<file path="src/rtl/smsr_pkg.sv">
`default_nettype none

package smsr_pkg;

  // Generator word and arithmetic widths
  localparam int STATE_W = 31;
  localparam int MULT_W  = 15;
  localparam int PROD_W  = STATE_W + MULT_W;

  typedef logic [STATE_W-1:0] word_t;
  typedef logic [PROD_W-1:0]  prod_t;

  // Lehmer step constants
  localparam logic [MULT_W-1:0] LCG_MULT = 15'd16807;
  localparam word_t             LCG_MOD  = 31'h7FFF_FFFF;

  // Largest sample value (fixed form of 1 - 1.2e-7)
  localparam word_t SAMPLE_MAX = 31'd2147483389;

  // Steps run before the table starts filling
  localparam int WARMUP = 8;

endpackage

`default_nettype wire

</file>
<file path="src/rtl/shuffled_minimal_standard_rng_top.sv">
// Uniform random generator: minimal standard Lehmer generator behind a
// Bays-Durham shuffle table of TABLE_DEPTH entries.
//
// Request channel: req_valid / req_stall with one field, reseed. Each
// transfer asks for one sample; reseed = 1 reloads the state from the seed
// register and refills the table first. Response channel: res_valid /
// res_stall carrying sample (1 .. 2147483389; uniform = sample / (2^31-1)).
// The user writes the seed register through seed_wr_en / seed_wr_data only while idle (no check).
//
// A plain draw runs through S_DIV (slot compare), S_READ (table read) and
// S_OUT (refill), loading the output register once it is free; the next
// request is taken in the following cycle. A fill (first request after reset,
// or reseed) first runs TABLE_DEPTH + 8 Lehmer steps, each through S_FILL_MUL
// and S_FILL_RED and the shared multiply/fold unit.
// One request is handled at a time; req_stall is high while it runs.
//
// Reset clears the state so the next request fills the table; the seed
// register returns to 1. The result sits in an output register; if the
// receiver stalls, it holds there and the block can accept the next
// request, finishing it only once the register is free.
`default_nettype none

module shuffled_minimal_standard_rng_top
  import smsr_pkg::*;
#(
  parameter int TABLE_DEPTH = 32
) (
  input  wire logic        clk,
  input  wire logic        rst,
  input  wire logic        seed_wr_en,
  input  wire word_t       seed_wr_data,
  input  wire logic        req_valid,
  output logic             req_stall,
  input  wire logic        reseed,
  output logic             res_valid,
  input  wire logic        res_stall,
  output word_t            sample
);

  localparam int SW = $clog2(TABLE_DEPTH);
  localparam int CW = $clog2(TABLE_DEPTH + WARMUP + 1);
  localparam longint unsigned SLOT_DIV = 1 + (longint'(LCG_MOD) - 1) / TABLE_DEPTH;
  localparam logic [CW-1:0] FILL_STEPS = CW'(TABLE_DEPTH + WARMUP);

  typedef enum logic [2:0] {
    S_IDLE,
    S_FILL_MUL,
    S_FILL_RED,
    S_DIV,
    S_READ,
    S_OUT
  } state_t;

  state_t             state;
  word_t              seed;
  word_t              lehmer_state;
  word_t              last_output;
  logic [SW-1:0]      slot;
  logic [CW-1:0]      cnt;
  word_t              rdata;
  word_t              tbl [TABLE_DEPTH];

  word_t              step_y;
  word_t              seed_fix;
  logic [CW-1:0]      cnt_m1;
  logic [SW-1:0]      slot_eff;
  logic [TABLE_DEPTH:0] slot_ge;
  logic [SW-1:0]      slot_q;
  logic               out_free;
  logic               tbl_we;
  logic [SW-1:0]      tbl_waddr;
  word_t              clamp_y;

  // Shared step unit, always fed from the running state
  smsr_lehmer u_lehmer (
    .clk (clk),
    .x   (lehmer_state),
    .y   (step_y)
  );

  // Seed register
  always_ff @(posedge clk) begin
    if (rst) begin
      seed <= word_t'(1);
    end else if (seed_wr_en) begin
      seed <= seed_wr_data;
    end
  end

  // Datapath helpers
  always_comb begin
    seed_fix = (seed == '0 || seed == LCG_MOD) ? word_t'(1) : seed;
    cnt_m1   = cnt - CW'(1);
    // quotient never reaches the depth; keep the index in range anyway
    slot_eff = ({1'b0, slot} >= (SW+1)'(TABLE_DEPTH)) ? SW'(TABLE_DEPTH - 1) : slot;
    out_free = !res_valid || !res_stall;
    clamp_y  = (rdata > SAMPLE_MAX) ? SAMPLE_MAX : rdata;
    req_stall = (state != S_IDLE);
  end

  // Slot select: last_output / SLOT_DIV by parallel compares against the
  // constant slot boundaries, then a thermometer-to-index encode
  always_comb begin
    slot_ge    = '0;
    slot_ge[0] = 1'b1;
    for (int k = 1; k < TABLE_DEPTH; k++) begin
      slot_ge[k] = (last_output >= word_t'(longint'(k) * longint'(SLOT_DIV)));
    end
    slot_q = '0;
    for (int k = 0; k < TABLE_DEPTH; k++) begin
      if (slot_ge[k] && !slot_ge[k+1]) begin
        slot_q = slot_q | SW'(k);
      end
    end
  end

  // Table write port: fill writes and draw refills
  always_comb begin
    tbl_we    = 1'b0;
    tbl_waddr = slot_eff;
    case (state)
      S_FILL_RED: begin
        tbl_we    = (cnt_m1 < CW'(TABLE_DEPTH));
        tbl_waddr = cnt_m1[SW-1:0];
      end
      S_OUT: begin
        tbl_we    = out_free;
        tbl_waddr = slot_eff;
      end
      default: begin
        tbl_we    = 1'b0;
        tbl_waddr = slot_eff;
      end
    endcase
  end

  // Shuffle table
  always_ff @(posedge clk) begin
    if (tbl_we) begin
      tbl[tbl_waddr] <= step_y;
    end
    rdata <= tbl[slot_eff];
  end

  // Sequencer
  always_ff @(posedge clk) begin
    if (rst) begin
      state        <= S_IDLE;
      res_valid    <= 1'b0;
      lehmer_state <= '0;
      last_output  <= '0;
    end else begin
      // in S_OUT a leaving result is replaced by the next one below
      if (res_valid && !res_stall && state != S_OUT) begin
        res_valid <= 1'b0;
      end
      case (state)
        S_IDLE: begin
          if (req_valid) begin
            if (reseed || last_output == '0) begin
              lehmer_state <= seed_fix;
              cnt          <= FILL_STEPS;
              state        <= S_FILL_MUL;
            end else begin
              state <= S_DIV;
            end
          end
        end
        S_FILL_MUL: begin
          state <= S_FILL_RED;
        end
        S_FILL_RED: begin
          lehmer_state <= step_y;
          cnt          <= cnt_m1;
          if (cnt_m1 == '0) begin
            last_output <= step_y;
            state       <= S_DIV;
          end else begin
            state <= S_FILL_MUL;
          end
        end
        // slot from the previous unclamped draw, or from the final fill value
        S_DIV: begin
          slot  <= slot_q;
          state <= S_READ;
        end
        S_READ: begin
          state <= S_OUT;
        end
        S_OUT: begin
          if (out_free) begin
            last_output  <= rdata;
            lehmer_state <= step_y;
            sample       <= clamp_y;
            res_valid    <= 1'b1;
            state        <= S_IDLE;
          end
        end
        default: begin
          state <= S_IDLE;
        end
      endcase
    end
  end

endmodule

`default_nettype wire

</file>
<file path="src/rtl/smsr_lehmer.sv">
`default_nettype none

// Shared Lehmer step unit: registered 31x15 multiply, then a
// Mersenne fold (hi + lo) and one conditional subtract of the modulus.
module smsr_lehmer
  import smsr_pkg::*;
(
  input  wire logic  clk,
  input  wire word_t x,
  output word_t      y
);

  prod_t prod;
  logic [STATE_W:0] fold;

  // Multiply stage
  always_ff @(posedge clk) begin
    prod <= PROD_W'(x) * PROD_W'(LCG_MULT);
  end

  // 2^31 == 1 mod (2^31 - 1): add the high part to the low part
  always_comb begin
    fold = (STATE_W+1)'(prod[PROD_W-1:STATE_W]) + (STATE_W+1)'(prod[STATE_W-1:0]);
    if (fold >= (STATE_W+1)'(LCG_MOD)) begin
      y = STATE_W'(fold - (STATE_W+1)'(LCG_MOD));
    end else begin
      y = fold[STATE_W-1:0];
    end
  end

endmodule

`default_nettype wire

</file>
<file path="config.mk">
export PLATFORM = sky130hd
export DESIGN_NAME = shuffled_minimal_standard_rng_top
export DESIGN_NICKNAME = d
export VERILOG_FILES = /design/src/rtl/smsr_pkg.sv /design/src/rtl/shuffled_minimal_standard_rng_top.sv /design/src/rtl/smsr_lehmer.sv
export SDC_FILE = /design/constraint.sdc
export NUM_CORES = 2
export LEC_CHECK = 0
export ABC_AREA = 1
export ABC_CLOCK_PERIOD_IN_PS = 17000
export BUFFER_PORTS_ARGS = -buffer_cell sky130_fd_sc_hd__buf_2
export CAP_MARGIN = 15
export CORE_UTILIZATION = 60
export DETAILED_ROUTE_END_ITERATION = 6
export GPL_ROUTABILITY_DRIVEN = 1
export PLACE_DENSITY_LB_ADDON = 0.1
export SYNTH_ARGS = -nofsm -noshare
export SYNTH_HDL_FRONTEND = slang
export SYNTH_SLANG_ARGS = --single-unit
</file>
<file path="constraint.sdc">
create_clock -name clk -period 17 [get_ports clk]
set_clock_uncertainty 0.2 [all_clocks]
set_input_delay 0.85 -clock clk [delete_from_list [all_inputs] [get_ports clk]]
set_output_delay 0.85 -clock clk [all_outputs]
set_load 0.05 [all_outputs]
</file>
==> impl_metrics.ini <==
[run_status]
status = finished, final reports clean

[timing]
max_freq_ghz = 0.164
slew-limit-headroom_pct = 18.8
fin_setup_tns_ps = 0
worstMarginPinSlew_ps = 1220
hold_viol_final = 0
finalCritPeriodShare_pct = 36.0
setup_viol = 0
rsz0062_at_grt = no
maxSlewViolCount = 0
fin_crit_ps = 6110

[synthesis]
yosysSeqAreaShare_pct = 61.2
postSynthCellCount = 5095
syn_nets = 5471
synth_edf_count = 1034
syn_area_mm2 = 0.0564
ys_types = 47
synth-async-reset-ratio_pct = 0
avgSynthCellArea_um2 = 11.1
ys_ff_latch = 1208
ys_warn_count = 0
dominantRegCellSynth = edfxtp_1

[clock_network]
cts_tree = yes
cts-root-buf = clkbuf_16
clock_path_buffers = 3
htree_levels = 3
clk_latency_ps = 720
postCtsSetupRepairBufs = 0
cts_made_buffers = 120
cts.clk_slew.worst_paths_ps = 60
clock_sinks = 1208
postCtsHoldBufs = 0
cts_resized = 0

[power_and_ir_drop]
leakage_nw = 23.2
ir_worst_vdd_uv = 210
p_per_area_mw_per_mm2 = 149

[setup_path]
cp.depth = 23
r2r-end = u_lehmer.prod[43]
r2r_start = lehmer_state[22]
cp.arrival_ps = 6510
worstPathRequired_ps = 17400
cp-end-kind = flip-flop
crit_path_top_delay_cell = fa_1
cp-startpoint = lehmer_state[22]
setup.worst_path.class = flip-flop to flip-flop
cp-endpoint = u_lehmer.prod[43]
crit_path_max_incr_delay_ps = 560
r2r_cells = 23
crit_path_start_kind = flip-flop
r2r_slack_ps = 10890
path_cells = inv_1, fa_1, inv_1, ha_1, inv_1, fa_1, inv_1, fa_1, fa_1, inv_1, fa_1, inv_1, ha_1, a21oi_1, inv_1, a31oi_1, o21ai_0, a21oi_1, o21a_1, o21ai_0, nand3_1, o2111ai_1, xor2_1
critPathTopFamily = adder cells
critPathBufInv = 7
critPathMaxFanout = 6
cp_common_cell = inv_1

[placed_design]
dp_hpwl_um = 101000
placed_cell_area_mm2 = 0.0582
gp_congestion = 0.987
numPortBuffers = 69

[detailed_routing]
vias = 39800
totalWireLength_um = 167000
drc = 0
wire_per_inst_um = 26.0
dr.first_iter.drc_count = 4993
vias_per_cell = 6.19
ant_nets = 0
dr.pass1.iters = 6

[die]
die_y_um = 309
io-pin-count = 70
row_count = 112
dieArea_mm2 = 0.0953
start_util_pct = 60.6
design.core.area_mm2 = 0.0932
die_w_um = 309

[hold_path]
min_path_type = input pin to flip-flop

[flow_run]
cap_violations = 0

[global_route]
track_usage_pct = 35.1
grt_antenna_before_repair = 2
gr-total-overflow = 0
first_global_vias = 37000
grt_pass1_wl_um = 241000
grt_max_degree = 178

[final_layout]
antennaDiodeCount = 0
syn2layout_area_growth_pct = 10.1
drive_gt1_share_pct = 7.58
finish.instance_area_mm2 = 0.0621
fin_nets = 5451
==> flip-flops by register name, indices dropped and copies added, names as in the netlist, 6 cells and up <==
signal	cells
rdata	31
tbl	992
lehmer_state	31
sample	31
seed	31
cnt	6
u_lehmer.prod	46
last_output	31
==> stage by stage <==
step / utilization [%] / instances / power (mW) / worst slack [ps] / hold slack [ps]
3_3_place_gp: 62.5 / 6206 / 6.67 / 10920 / 243
2_1_floorplan: - / 5095 / 5.86 / 11590 / 237
4_1_cts: 66.7 / 6436 / 9.27 / 10880 / 115
6_report: 66.7 / 6436 / 9.28 / 10890 / 156
5_1_grt: 66.7 / 6436 / 9.73 / 10450 / 149
3_5_place_dp: 62.5 / 6207 / 6.69 / 10880 / 236
==> power by group <==
part	total, mW	internal, mW	switching [mW]
Combinational	2.63	0.742	1.89
Sequential	4.05	3.95	0.102
Clock	2.60	1.47	1.13
Total	9.28	6.16	3.12
==> worst min path at each step <==
| stage | startpoint | endpoint | slack (ps) | cells after the start |
|---|---|---|---|---|
| after detailed placement | rdata[24] | sample[24] | 240 | 0 |
| after floorplan | lehmer_state[0] | u_lehmer.prod[0] | 240 | 0 |
| after CTS | seed_wr_data[17] | seed[17] | 110 | 3 |
| after global routing | seed_wr_data[0] | seed[0] | 150 | 3 |
| after global placement | rdata[24] | sample[24] | 240 | 0 |
| final | seed_wr_data[17] | seed[17] | 160 | 3 |
==> kinds of logic (layout without fill, tap and decap cells) <==
group | count (synthesis) | count (layout) | synth area share (%)
buffers and inverters | 796 | 883 | 5.31
DFF | 1208 | 1208 | 61.2
adders and majority gates | 339 | 339 | 9.30
AOI/OAI and AO/OA | 1148 | 1148 | 12.1
xor gates and xnor gates | 59 | 59 | 0.929
and+or+nand+nor | 1545 | 1545 | 11.2
==> synthesized netlist by cell type, drive strengths merged, types with 28 or more instances <==
cell | number | area [µm²]
edfxtp | 1034 | 31000
nor2 | 769 | 2890
o21ai | 592 | 2970
inv | 506 | 1900
nand2 | 481 | 1820
clkbuf | 272 | 1020
ha | 205 | 2560
nand3 | 203 | 1030
o221ai | 186 | 1630
a21oi | 181 | 906
dfxtp | 174 | 3480
fa | 134 | 2680
o22ai | 63 | 394
a31oi | 43 | 269
nand4 | 34 | 219
xor2 | 34 | 298
a32oi | 28 | 245
==> area by class of cell <==
type	count	area (µm²)
flip-flops and latches	1208	34500
fillers	7122	31100
multi-input cells	3091	19200
clock buffers	165	3350
inverters	507	1920
well taps	1254	1570
repair buffers	147	983
clock inverters	64	538
==> per-layer routing <==
| metal | vias to the layer above | GRT usage (%) | wire, µm |
|---|---|---|---|
| met5 | - | 0 | 0 |
| met4 | 0 | 13.4 | 6110 |
| met3 | 278 | 5.73 | 16700 |
| met2 | 2123 | 54.6 | 76800 |
| met1 | 19500 | 49.8 | 67800 |
| li1 | 18000 | - | - |
==> worst min-delay path: cells and delay by family <==
family	cells	cell delay (ps)
AND/OR/NAND/NOR	2	110
buffers and inverters	1	70
==> layout by cell type, fill, tap and decap left out, types with 22 or more instances in the layout <==
master	count
inv_1	497
dfxtp_1	174
nor4_1	22
xnor2_1	24
clkinv_1	22
clkbuf_1	29
a21oi_1	174
nand3_1	201
buf_4	75
fa_1	134
o21ai_0	575
nor2_1	733
buf_2	68
nand4_1	33
nor2_4	32
clkbuf_16	122
ha_1	205
a31oi_1	43
a32oi_1	28
o22ai_1	63
xor2_1	34
o221ai_1	186
nand2_1	477
edfxtp_1	1034
No activity file was read; power rests on OpenSTA's default activity.
